<file path="src/rtl/cltb_pkg.sv">
// Shared types and constants for the consensus log tail buffer.
package cltb_pkg;

   // Ring depth must be a power of two: slots are addressed by the low index bits.
   localparam int RING_DEPTH = 64;
   localparam int RING_AW    = $clog2(RING_DEPTH);
   localparam int CNT_W      = $clog2(RING_DEPTH + 1);
   localparam int MODE_W     = 3;
   localparam int IDX_W      = 63;
   localparam int TERM_W     = 63;
   localparam int STATUS_W   = 2;

   typedef enum logic [MODE_W-1:0] {
      MODE_APPEND      = 3'd0,
      MODE_QUERY       = 3'd1,
      MODE_STABLE      = 3'd2,
      MODE_SNAP_STABLE = 3'd3,
      MODE_RESTORE     = 3'd4
   } mode_type;

   typedef enum logic [STATUS_W-1:0] {
      ST_OK   = 2'd0,
      ST_GAP  = 2'd1,
      ST_FULL = 2'd2
   } status_type;

   typedef struct packed {
      logic [MODE_W-1:0] mode;
      logic [IDX_W-1:0]  index;
      logic [TERM_W-1:0] term;
   } req_type;

   typedef struct packed {
      status_type        status;
      logic              term_found;
      logic [TERM_W-1:0] found_term;
      logic              first_valid;
      logic [IDX_W-1:0]  first_index;
      logic              last_valid;
      logic [IDX_W-1:0]  last_index;
      logic [CNT_W-1:0]  held_count;
   } rsp_type;

   typedef struct packed {
      logic               en;
      logic [RING_AW-1:0] addr;
      logic [TERM_W-1:0]  data;
   } wr_type;

endpackage

</file>
<file path="src/rtl/cltb_ram.sv">
// Generic single-write, single-read RAM with registered read data.
module cltb_ram #(
   parameter int WIDTH = 8,
   parameter int DEPTH = 16
) (
   input  logic                     clock,
   input  logic                     wr_en,
   input  logic [$clog2(DEPTH)-1:0] wr_addr,
   input  logic [WIDTH-1:0]         wr_data,
   input  logic                     rd_en,
   input  logic [$clog2(DEPTH)-1:0] rd_addr,
   output logic [WIDTH-1:0]         rd_data
);

   logic [WIDTH-1:0] mem_ff [DEPTH];
   logic [WIDTH-1:0] rd_data_ff;

   always_ff @(posedge clock) begin
      if (wr_en) begin
         mem_ff[wr_addr] <= wr_data;
      end
      if (rd_en) begin
         rd_data_ff <= mem_ff[rd_addr];
      end
   end

   assign rd_data = rd_data_ff;

endmodule

</file>
<file path="src/rtl/cltb_exec.sv">
// Per-transaction operation logic and the log tail bookkeeping registers.
module cltb_exec import cltb_pkg::*; (
   input  logic              clock,
   input  logic              reset,
   input  logic              fire,
   input  req_type           req,
   input  logic [TERM_W-1:0] rd_term,
   output wr_type            wr,
   output rsp_type           rsp
);

   localparam int IDXX_W = IDX_W + 1;

   logic [IDX_W-1:0]  base_ff, base_in;
   logic [CNT_W-1:0]  count_ff, count_in;
   logic [IDX_W-1:0]  last_ff, last_in;
   logic              snap_present_ff, snap_present_in;
   logic [IDX_W-1:0]  snap_index_ff, snap_index_in;
   logic [TERM_W-1:0] snap_term_ff, snap_term_in;

   logic [IDXX_W-1:0] idx_x, base_x, end_x, off_x;
   logic              in_range, snap_hit;

   // Unwrapped compares: base + count can pass 2^63.
   assign idx_x    = {1'b0, req.index};
   assign base_x   = {1'b0, base_ff};
   assign end_x    = base_x + IDXX_W'(count_ff);
   assign off_x    = idx_x - base_x;
   assign in_range = (idx_x >= base_x) && (idx_x < end_x);
   assign snap_hit = snap_present_ff && (snap_index_ff == req.index);

   always_comb begin
      base_in         = base_ff;
      count_in        = count_ff;
      last_in         = last_ff;
      snap_present_in = snap_present_ff;
      snap_index_in   = snap_index_ff;
      snap_term_in    = snap_term_ff;
      wr.en           = 1'b0;
      wr.addr         = req.index[RING_AW-1:0];
      wr.data         = req.term;
      rsp.status      = ST_OK;
      rsp.term_found  = 1'b0;
      rsp.found_term  = '0;

      case (mode_type'(req.mode))
         MODE_APPEND: begin
            if (idx_x == end_x) begin
               if (count_ff == CNT_W'(RING_DEPTH)) begin
                  rsp.status = ST_FULL;
               end else begin
                  wr.en    = fire;
                  count_in = count_ff + CNT_W'(1);
                  last_in  = req.index;
               end
            end else if (idx_x <= base_x) begin
               // replace the whole tail with this one entry
               wr.en    = fire;
               count_in = CNT_W'(1);
               base_in  = req.index;
               last_in  = req.index;
            end else if (idx_x > end_x) begin
               rsp.status = ST_GAP;
            end else begin
               // truncate from this index, then append
               wr.en    = fire;
               count_in = off_x[CNT_W-1:0] + CNT_W'(1);
               last_in  = req.index;
            end
         end
         MODE_QUERY: begin
            if (idx_x < base_x) begin
               rsp.term_found = snap_hit;
               rsp.found_term = snap_hit ? snap_term_ff : '0;
            end else begin
               rsp.term_found = in_range;
               rsp.found_term = in_range ? rd_term : '0;
            end
         end
         MODE_STABLE: begin
            if (in_range && (rd_term == req.term)) begin
               count_in = count_ff - off_x[CNT_W-1:0] - CNT_W'(1);
               base_in  = req.index + IDX_W'(1);
            end
         end
         MODE_SNAP_STABLE: begin
            if (snap_hit) begin
               snap_present_in = 1'b0;
            end
         end
         MODE_RESTORE: begin
            base_in         = req.index + IDX_W'(1);
            count_in        = '0;
            snap_present_in = 1'b1;
            snap_index_in   = req.index;
            snap_term_in    = req.term;
         end
         default: begin
         end
      endcase

      rsp.first_valid = snap_present_in;
      rsp.first_index = snap_present_in ? (snap_index_in + IDX_W'(1)) : '0;
      rsp.last_valid  = (count_in != '0) || snap_present_in;
      if (count_in != '0) begin
         rsp.last_index = last_in;
      end else if (snap_present_in) begin
         rsp.last_index = snap_index_in;
      end else begin
         rsp.last_index = '0;
      end
      rsp.held_count = count_in;
   end

   always_ff @(posedge clock) begin
      if (reset) begin
         base_ff         <= '0;
         count_ff        <= '0;
         last_ff         <= '0;
         snap_present_ff <= 1'b0;
         snap_index_ff   <= '0;
         snap_term_ff    <= '0;
      end else if (fire) begin
         base_ff         <= base_in;
         count_ff        <= count_in;
         last_ff         <= last_in;
         snap_present_ff <= snap_present_in;
         snap_index_ff   <= snap_index_in;
         snap_term_ff    <= snap_term_in;
      end
   end

endmodule

</file>
<file path="src/rtl/consensus_log_tail_buffer_core.sv">
// Top level of the consensus log tail buffer: handshakes, staging, ring RAM.
//
//   channel  direction  handshake               payload
//   req      in         req_valid / req_stall   mode, entry_index, entry_term
//   rsp      out        rsp_valid / rsp_stall   status, term_found, found_term,
//                                               first/last valid+index, held_count
//
// One transaction per cycle sustained while rsp_stall is low. The ring RAM is
// read on accept as the request registers into the operation stage; when that
// stage fires, the operation and state update run and the result register loads.
// Reset is synchronous and active high; no clear pass is needed because ring
// slot data is only used inside the held range.
// A stalled result holds the operation stage; req_stall rises only while both
// the operation stage and the result register are full and rsp_stall is high.
//
// Ring slots are addressed by the low bits of the log index, so any held
// entry's slot is known at accept time without the head pointer.
module consensus_log_tail_buffer_core import cltb_pkg::*; (
   input  logic                clock,
   input  logic                reset,

   input  logic                req_valid,
   output logic                req_stall,
   input  logic [MODE_W-1:0]   req_mode,
   input  logic [IDX_W-1:0]    req_entry_index,
   input  logic [TERM_W-1:0]   req_entry_term,

   output logic                rsp_valid,
   input  logic                rsp_stall,
   output logic [STATUS_W-1:0] rsp_status,
   output logic                rsp_term_found,
   output logic [TERM_W-1:0]   rsp_found_term,
   output logic                rsp_first_valid,
   output logic [IDX_W-1:0]    rsp_first_index,
   output logic                rsp_last_valid,
   output logic [IDX_W-1:0]    rsp_last_index,
   output logic [CNT_W-1:0]    rsp_held_count
);

   // operation stage
   logic              in_valid_ff, in_valid_in;
   req_type           in_ff;
   // result register
   logic              rsp_valid_ff, rsp_valid_in;
   rsp_type           rsp_ff;
   // same-edge write/read collision bypass
   logic              fwd_hit_ff;
   logic [TERM_W-1:0] fwd_data_ff;

   logic              accept, fire;
   logic [TERM_W-1:0] ram_rd, rd_term;
   wr_type            wr;
   rsp_type           x_rsp;

   assign fire        = in_valid_ff && (!rsp_valid_ff || !rsp_stall);
   assign req_stall   = in_valid_ff && !fire;
   assign accept      = req_valid && !req_stall;
   assign in_valid_in = accept || (in_valid_ff && !fire);
   assign rsp_valid_in = fire || (rsp_valid_ff && rsp_stall);

   cltb_ram #(
      .WIDTH (TERM_W),
      .DEPTH (RING_DEPTH)
   ) u_ring (
      .clock   (clock),
      .wr_en   (wr.en),
      .wr_addr (wr.addr),
      .wr_data (wr.data),
      .rd_en   (accept),
      .rd_addr (req_entry_index[RING_AW-1:0]),
      .rd_data (ram_rd)
   );

   // RAM is read-first; a write at the accept edge to the same slot is forwarded.
   assign rd_term = fwd_hit_ff ? fwd_data_ff : ram_rd;

   cltb_exec u_exec (
      .clock   (clock),
      .reset   (reset),
      .fire    (fire),
      .req     (in_ff),
      .rd_term (rd_term),
      .wr      (wr),
      .rsp     (x_rsp)
   );

   always_ff @(posedge clock) begin
      if (reset) begin
         in_valid_ff  <= 1'b0;
         rsp_valid_ff <= 1'b0;
         fwd_hit_ff   <= 1'b0;
      end else begin
         in_valid_ff  <= in_valid_in;
         rsp_valid_ff <= rsp_valid_in;
         if (accept) begin
            fwd_hit_ff <= wr.en && (wr.addr == req_entry_index[RING_AW-1:0]);
         end
      end
      if (accept) begin
         in_ff.mode  <= req_mode;
         in_ff.index <= req_entry_index;
         in_ff.term  <= req_entry_term;
         fwd_data_ff <= wr.data;
      end
      if (fire) begin
         rsp_ff <= x_rsp;
      end
   end

   assign rsp_valid       = rsp_valid_ff;
   assign rsp_status      = rsp_ff.status;
   assign rsp_term_found  = rsp_ff.term_found;
   assign rsp_found_term  = rsp_ff.found_term;
   assign rsp_first_valid = rsp_ff.first_valid;
   assign rsp_first_index = rsp_ff.first_index;
   assign rsp_last_valid  = rsp_ff.last_valid;
   assign rsp_last_index  = rsp_ff.last_index;
   assign rsp_held_count  = rsp_ff.held_count;

   // ring never reports more entries than it has slots
   a_count_bound: assert property (@(posedge clock) disable iff (reset)
      rsp_valid |-> (rsp_held_count <= CNT_W'(RING_DEPTH)))
      else $error("held count exceeds ring depth");

   // held entries always give a last index
   a_last_with_entries: assert property (@(posedge clock) disable iff (reset)
      (rsp_valid && (rsp_held_count != '0)) |-> rsp_last_valid)
      else $error("entries held but last index not valid");

   // only appends can be rejected
   a_status_append_only: assert property (@(posedge clock) disable iff (reset)
      (fire && (in_ff.mode != MODE_APPEND)) |-> (x_rsp.status == ST_OK))
      else $error("non-append operation reported a reject status");

   // input backpressure only comes from a blocked result register
   a_stall_cause: assert property (@(posedge clock) disable iff (reset)
      req_stall |-> (in_valid_ff && rsp_valid_ff && rsp_stall))
      else $error("request stalled without a blocked result");

   // a taken result register is refilled or emptied on the next edge
   a_rsp_drain: assert property (@(posedge clock) disable iff (reset)
      (rsp_valid && !rsp_stall && !fire) |=> !rsp_valid)
      else $error("result repeated after it was taken");

endmodule
</file>
<file path="config.mk">
export PLATFORM = sky130hd
export DESIGN_NAME = consensus_log_tail_buffer_core
export DESIGN_NICKNAME = d
export VERILOG_FILES = /design/src/rtl/cltb_pkg.sv /design/src/rtl/cltb_ram.sv /design/src/rtl/cltb_exec.sv /design/src/rtl/consensus_log_tail_buffer_core.sv
export SDC_FILE = /design/constraint.sdc
export NUM_CORES = 2
export LEC_CHECK = 0
export BUFFER_PORTS_ARGS = -buffer_cell sky130_fd_sc_hd__buf_2
export CAP_MARGIN = 10
export CORE_UTILIZATION = 35
export CTS_CLUSTER_SIZE = 24
export DETAILED_ROUTE_END_ITERATION = 16
export SLEW_MARGIN = 40
export SYNTH_ARGS = -nofsm -noshare
export SYNTH_HDL_FRONTEND = slang
export SYNTH_SLANG_ARGS = --single-unit
</file>
<file path="constraint.sdc">
create_clock -name clock -period 15.7 [get_ports clock]
set_clock_uncertainty 0.05 [all_clocks]
set_input_delay 3.14 -clock clock [delete_from_list [all_inputs] [get_ports clock]]
set_output_delay 3.14 -clock clock [all_outputs]
set_load 0.005 [all_outputs]
</file>
* Word level (Yosys, flattened, before mapping) *
Memory sizes are Yosys's and may differ from the RTL's. A register that Yosys moved wholly into a read port is not among the register bits.
Index checks and enable logic that the tools add are counted.

word-level totals
  register bits = 656
  memory bits (writable) = 4032
  input bits = 133
  memories = 1

memories
  memory         words  width  rd ports  clocked after Yosys merged registers in  write ports  line            RTL
  u_ring.mem_ff  64     63     1         1                                        1            cltb_ram.sv:15  logic [WIDTH-1:0] mem_ff [DEPTH];

cells by class
  add/sub/neg operators = 8
  order comparisons = 5
  eq/ne operators = 12
  mux-type cells = 35
  reduce and logical (&&, ||, !) cells = 21

operators by type and width
  operator                 number
  $mux W63                 14
  $pmux W63 S3             1
  $add A63 B1 Y63 const B  2
  $eq A63 B63 Y1           2
  $add A63 B7 Y64          1
  $eq A63 B64 Y1           1
  $gt A63 B64 Y1           1
  $lt A63 B64 Y1           1
  $mux W64                 1
  $ge A63 B63 Y1           1
  $le A63 B63 Y1           1
  $lt A63 B63 Y1           1
  $mux W7                  5
  $pmux W7 S3              1
  $add A7 B1 Y7 const B    2
  $sub A7 B7 Y7            2
  $mux W1                  9
  $logic_and A1 B1 Y1      8
  $eq A7 B7 Y1 const B     1
  $reduce_bool A7 Y1       1
  $sub A7 B1 Y7 const B    1
  $eq A3 B2 Y1 const B     2
  $eq A6 B6 Y1             1
  $mux W2                  3
  other kinds (11)         18

* Depth between registers and ports, before layout *
  word-level depth = 9
  gate-level depth with buffers = 30

* Cells and area by module *
From an unflattened synthesis, not the netlist that was laid out.

unflattened totals
  cells, all modules = 10095
  area total of the unflattened synthesis = 189589.3 um^2

by module, submodules not included
  module                          times used  cells each  area each (um^2)
  cltb_ram                        1           6555        153937.6
  cltb_exec                       1           3054        22594.2
  consensus_log_tail_buffer_core  1           486         13057.5

* Least setup slack after synthesis *
OpenSTA, ideal clock, no wires.

  path type = in2reg
  from = input port rsp_stall
  to = register fwd_hit_ff
  library setup time = 135 ps
  arrival time = 14781 ps
  data required time = 15515 ps
  slack = 734 ps
  stages on the path = 5
  buffers on the path = 0
  cell sequence = nand3_1 > inv_1 > nor2_1 > mux2i_1 > nor2_1

between the ends
  elaborated cells on any way between the ends = 13

RTL lines
  what                    line                                  RTL
  start: declaration      consensus_log_tail_buffer_core.sv:29  input logic rsp_stall,
  $logic_not A1 Y1        consensus_log_tail_buffer_core.sv:55  assign fire = in_valid_ff && (!rsp_valid_ff || !rsp_stall);
  $logic_or A1 B1 Y1      consensus_log_tail_buffer_core.sv:55
  $logic_and A1 B1 Y1     consensus_log_tail_buffer_core.sv:55
  $logic_not A1 Y1        consensus_log_tail_buffer_core.sv:56  assign req_stall = in_valid_ff && !fire;
  $logic_and A1 B1 Y1     consensus_log_tail_buffer_core.sv:56
  named net req_stall     consensus_log_tail_buffer_core.sv:23  output logic req_stall,
  $logic_not A1 Y1        consensus_log_tail_buffer_core.sv:57  assign accept = req_valid && !req_stall;
  $logic_and A1 B1 Y1     consensus_log_tail_buffer_core.sv:57
  named net accept        consensus_log_tail_buffer_core.sv:50  logic accept, fire;
  end signal: assignment  consensus_log_tail_buffer_core.sv:96  fwd_hit_ff <= wr.en && (wr.addr == req_entry_index[RING_AW-1:0]);
  end: declaration        consensus_log_tail_buffer_core.sv:47  logic fwd_hit_ff;

The timed path passes the listed nets, and every way through them passes these cells.
A chain may end at the register's enable or synchronous reset.

==> impl_metrics.env <==
export IMPL_ys_types=78
export IMPL_hpwlAfterDp_um=342000
export IMPL_cts_hold_buf=0
export IMPL_timing_final_crit_share_pct=60.7
export IMPL_setup_viol=0
export IMPL_place_ws_ns=5.72
export IMPL_end_kind="flop"
export IMPL_io_pins=336
export IMPL_synthFlopType="edfxtp_1"
export IMPL_root_buffer="clkbuf_16"
export IMPL_syn_inst=9408
export IMPL_first_iter_violations=14300
export IMPL_slew_violations=0
export IMPL_power_density_nw_per_um2=124
export IMPL_synth_edff_count=4488
export IMPL_routed_via_density=5.69
export IMPL_largest_register="u_ring.mem_ff"
export IMPL_crit_required_ns=16.38
export IMPL_largest_register_ffs=4032
export IMPL_drtPass1Iterations=6
export IMPL_synth_net_count=9688
export IMPL_nFillCells=46800
export IMPL_p_switching_mw=6.04
export IMPL_syn_avg_cell_area_um2=20.1
export IMPL_cts_resized=0
export IMPL_synth_seq_area_share_pct=74.2
export IMPL_drc_errors=0
export IMPL_initial_utilization_pct=35.2
export IMPL_cap_violations=0
export IMPL_die_area_um2=542000
export IMPL_grt_pass1_wl_um=792000
export IMPL_clkSinkCount=4751
export IMPL_syn2layout_area_growth_pct=15.7
export IMPL_pwr_share_comb_pct=6.2
export IMPL_die_w_um=737
export IMPL_wire_per_inst_um=32.3
export IMPL_cts_setup_buffers=0
export IMPL_clkPwrFrac_pct=41.8
export IMPL_grt_max_degree=139
export IMPL_hold_path_class="flop to flop"
export IMPL_grtUsageTotal_pct=20.6
export IMPL_swShare_pct=22.4
export IMPL_p_int_mw=21.0
export IMPL_ys_ff_latch=4751
export IMPL_synth_largest_area_cell="edfxtp_1"
export IMPL_fmax_mhz=105
export IMPL_top_regs="u_ring.mem_ff (4032), in_ff (129)"
export IMPL_power_leakage_nw=67.4
export IMPL_synth_area_leaders="edfxtp_1 (71%), mux4_2 (16%), dfxtp_1 (2.8%)"
export IMPL_slew_headroom_pct=36.0
export IMPL_worst_ep_arrival_time_ns=10.20
export IMPL_num_vias=101000
export IMPL_vdd_ir_drop_max_v=0.000111
export IMPL_finalHoldViolations=0
export IMPL_drt_total_wl_um=571000
export IMPL_overflow=0
export IMPL_dpl_cell_area_um2=203000
export IMPL_synth_async_reset_ratio_pct=0
export IMPL_critPathLaunchType="flop"
export IMPL_rows=269
export IMPL_insertion_delay_ns=1.07
export IMPL_cts_buffers=464
export IMPL_io_buffers=335
export IMPL_final_area_um2=218000
export IMPL_setup_ws_ns=6.17
export IMPL_cp_max_fo=59
export IMPL_syn_area_um2=189000
export IMPL_status="finished, final reports clean"
export IMPL_die_h_um=737
export IMPL_yosysTopAreaCellShare_pct=71.4
export IMPL_synth_warnings=0
export IMPL_clk_pin_slew_ns=0.06
export IMPL_max_slew_worst_pin_slew_ns=0.953
export IMPL_cts_buffer_depth=4
export IMPL_drtAntennaViolNets=0
export IMPL_grt_antenna_before_repair=48
export IMPL_setup_tns_ns=0
export IMPL_rsz0062_at_grt="false"
export IMPL_h_tree_depth=5
export IMPL_nets=10300
export IMPL_coreArea_um2=537000
export IMPL_gp_congestion=0.871
export IMPL_seq_power_share_pct=52.0
export IMPL_critPathKind="flop to flop"
export IMPL_grt_pass1_vias=98400
export IMPL_cts_tree="done"
export IMPL_drive_above_1_share_pct=27.5
export IMPL_fin_crit_ns=9.53
-- per-stage QoR --
stage / hold WS, ns / cells / util (%) / power [mW]
after detailed placement: 0.393 / 16800 / 37.7 / 16.0
after global placement: 0.389 / 16700 / 37.4 / 15.9
after floorplan: 0.383 / 9408 / - / 15.2
after CTS: 0.402 / 17600 / 40.6 / 27.2
after global routing: 0.415 / 17600 / 40.7 / 27.7
final: 0.404 / 17700 / 40.7 / 27.0
-- worst max-delay path, stage by stage, from the launching register on --
cell and delay, ns:
dfxtp_1 0.59, ha_1 0.29, o211ai_1 0.14, o211ai_1 0.32, nand4_1 0.46, or2_2 0.53
nor2_1 0.31, nand2_1 0.35, nor2_1 0.41, nand2_1 0.09, nor3_1 0.18, xnor2_1 0.17
ha_1 0.28, nand4_1 0.12, nor4_1 0.07, buf_4 0.16, a221oi_1 0.26, o211ai_1 0.37
a2111oi_4 0.70, o221a_2 0.39, o21ai_1 0.13, a211oi_1 0.50, and4_1 0.32, nand4b_4 0.48
buf_4 0.55, a21o_1 0.25, buf_4 0.28, a221o_1 0.42
-- synthesized netlist by cell type (all sizes together) (60+ instances only) --
library cell	count
buf	159
inv	135
nand3	109
mux4	1323
nor2	384
xnor2	222
a21oi	349
clkbuf	378
a211oi	78
nor3	96
edfxtp	4488
mux2i	93
o21ai	60
xor2	148
nand4	68
nor4	61
ha	144
dfxtp	263
nand2	534
-- area by class of cell --
| cell class | instances | area, µm² | share of cell area [%] |
|---|---|---|---|
| Sequential cell | 4751 | 140000 | 64.1 |
| Inverter | 136 | 518 | 0.237 |
| Clock buffer | 572 | 12200 | 5.61 |
| Tap cell | 7181 | 8980 | 4.11 |
| Timing Repair Buffer | 724 | 6330 | 2.90 |
| Clock inverter | 288 | 3110 | 1.43 |
| Multi-Input combinational cell | 3984 | 47100 | 21.6 |
| Antenna cell | 45 | 113 | 0.0515 |
-- cell usage in the layout, fill, tap and decap left out, drive strengths merged, types with 93 or more instances in the layout --
master     n
a21oi    349
clkbuf   574
nor3      96
clkinv   204
mux2i     93
xnor2    222
dfxtp    263
mux4    1323
nand3    109
inv      149
buf      722
nand2    534
xor2     148
nor2     384
ha       144
edfxtp  4488
-- path summary, 6_finish.rpt --
path                                             from                                  end  slack (ns)  cells after the start
setup / recovery      u_exec.count_ff[2]$_SDFFE_PP0P_         rsp_last_index[53]$_DFFE_PP_        6.17                     27
hold / removal    u_exec.snap_term_ff[9]$_SDFFE_PP0P_  u_exec.snap_term_ff[9]$_SDFFE_PP0P_        0.40                      2
setup reg to reg      u_exec.count_ff[2]$_SDFFE_PP0P_         rsp_last_index[53]$_DFFE_PP_        6.17                     27
hold reg to reg   u_exec.snap_term_ff[9]$_SDFFE_PP0P_  u_exec.snap_term_ff[9]$_SDFFE_PP0P_        0.40                      2
-- metal layers --
layer / vias to the layer above / share of wire (%) / global-route usage (%)
li1: 39900 / - / -
met1: 54100 / 40 / 29.1
met2: 5819 / 47 / 32.7
met3: 800 / 10 / 4.05
met4: 8 / 2.8 / 5.20
met5: - / 0.070 / 0
-- power groups by stage --
stage | clock (mW) | combinational [mW] | sequential, mW
floorplan | 0 | 0.857 | 14.4
global route | 11.9 | 1.75 | 14.0
global placement | 0 | 1.62 | 14.3
CTS | 11.5 | 1.67 | 14.0
finish | 11.3 | 1.67 | 14.0
detailed placement | 0 | 1.66 | 14.3
-- cells by family (layout without fill, tap and decap cells) --
group / count (synthesis) / after routing / share of synthesized area, %
multiplexers: 1425 / 1425 / 16.3
flip-flops: 4751 / 4751 / 74.2
XOR/XNOR: 370 / 370 / 1.72
adder cells (fa/ha/maj): 147 / 147 / 0.986
other: 0 / 45 / 0
buffers and inverters: 673 / 1720 / 1.36
AND/OR/NAND/NOR: 1368 / 1368 / 3.23
AO/OA/AOI/OAI: 674 / 674 / 2.21
(Power assumes the default switching activity.)
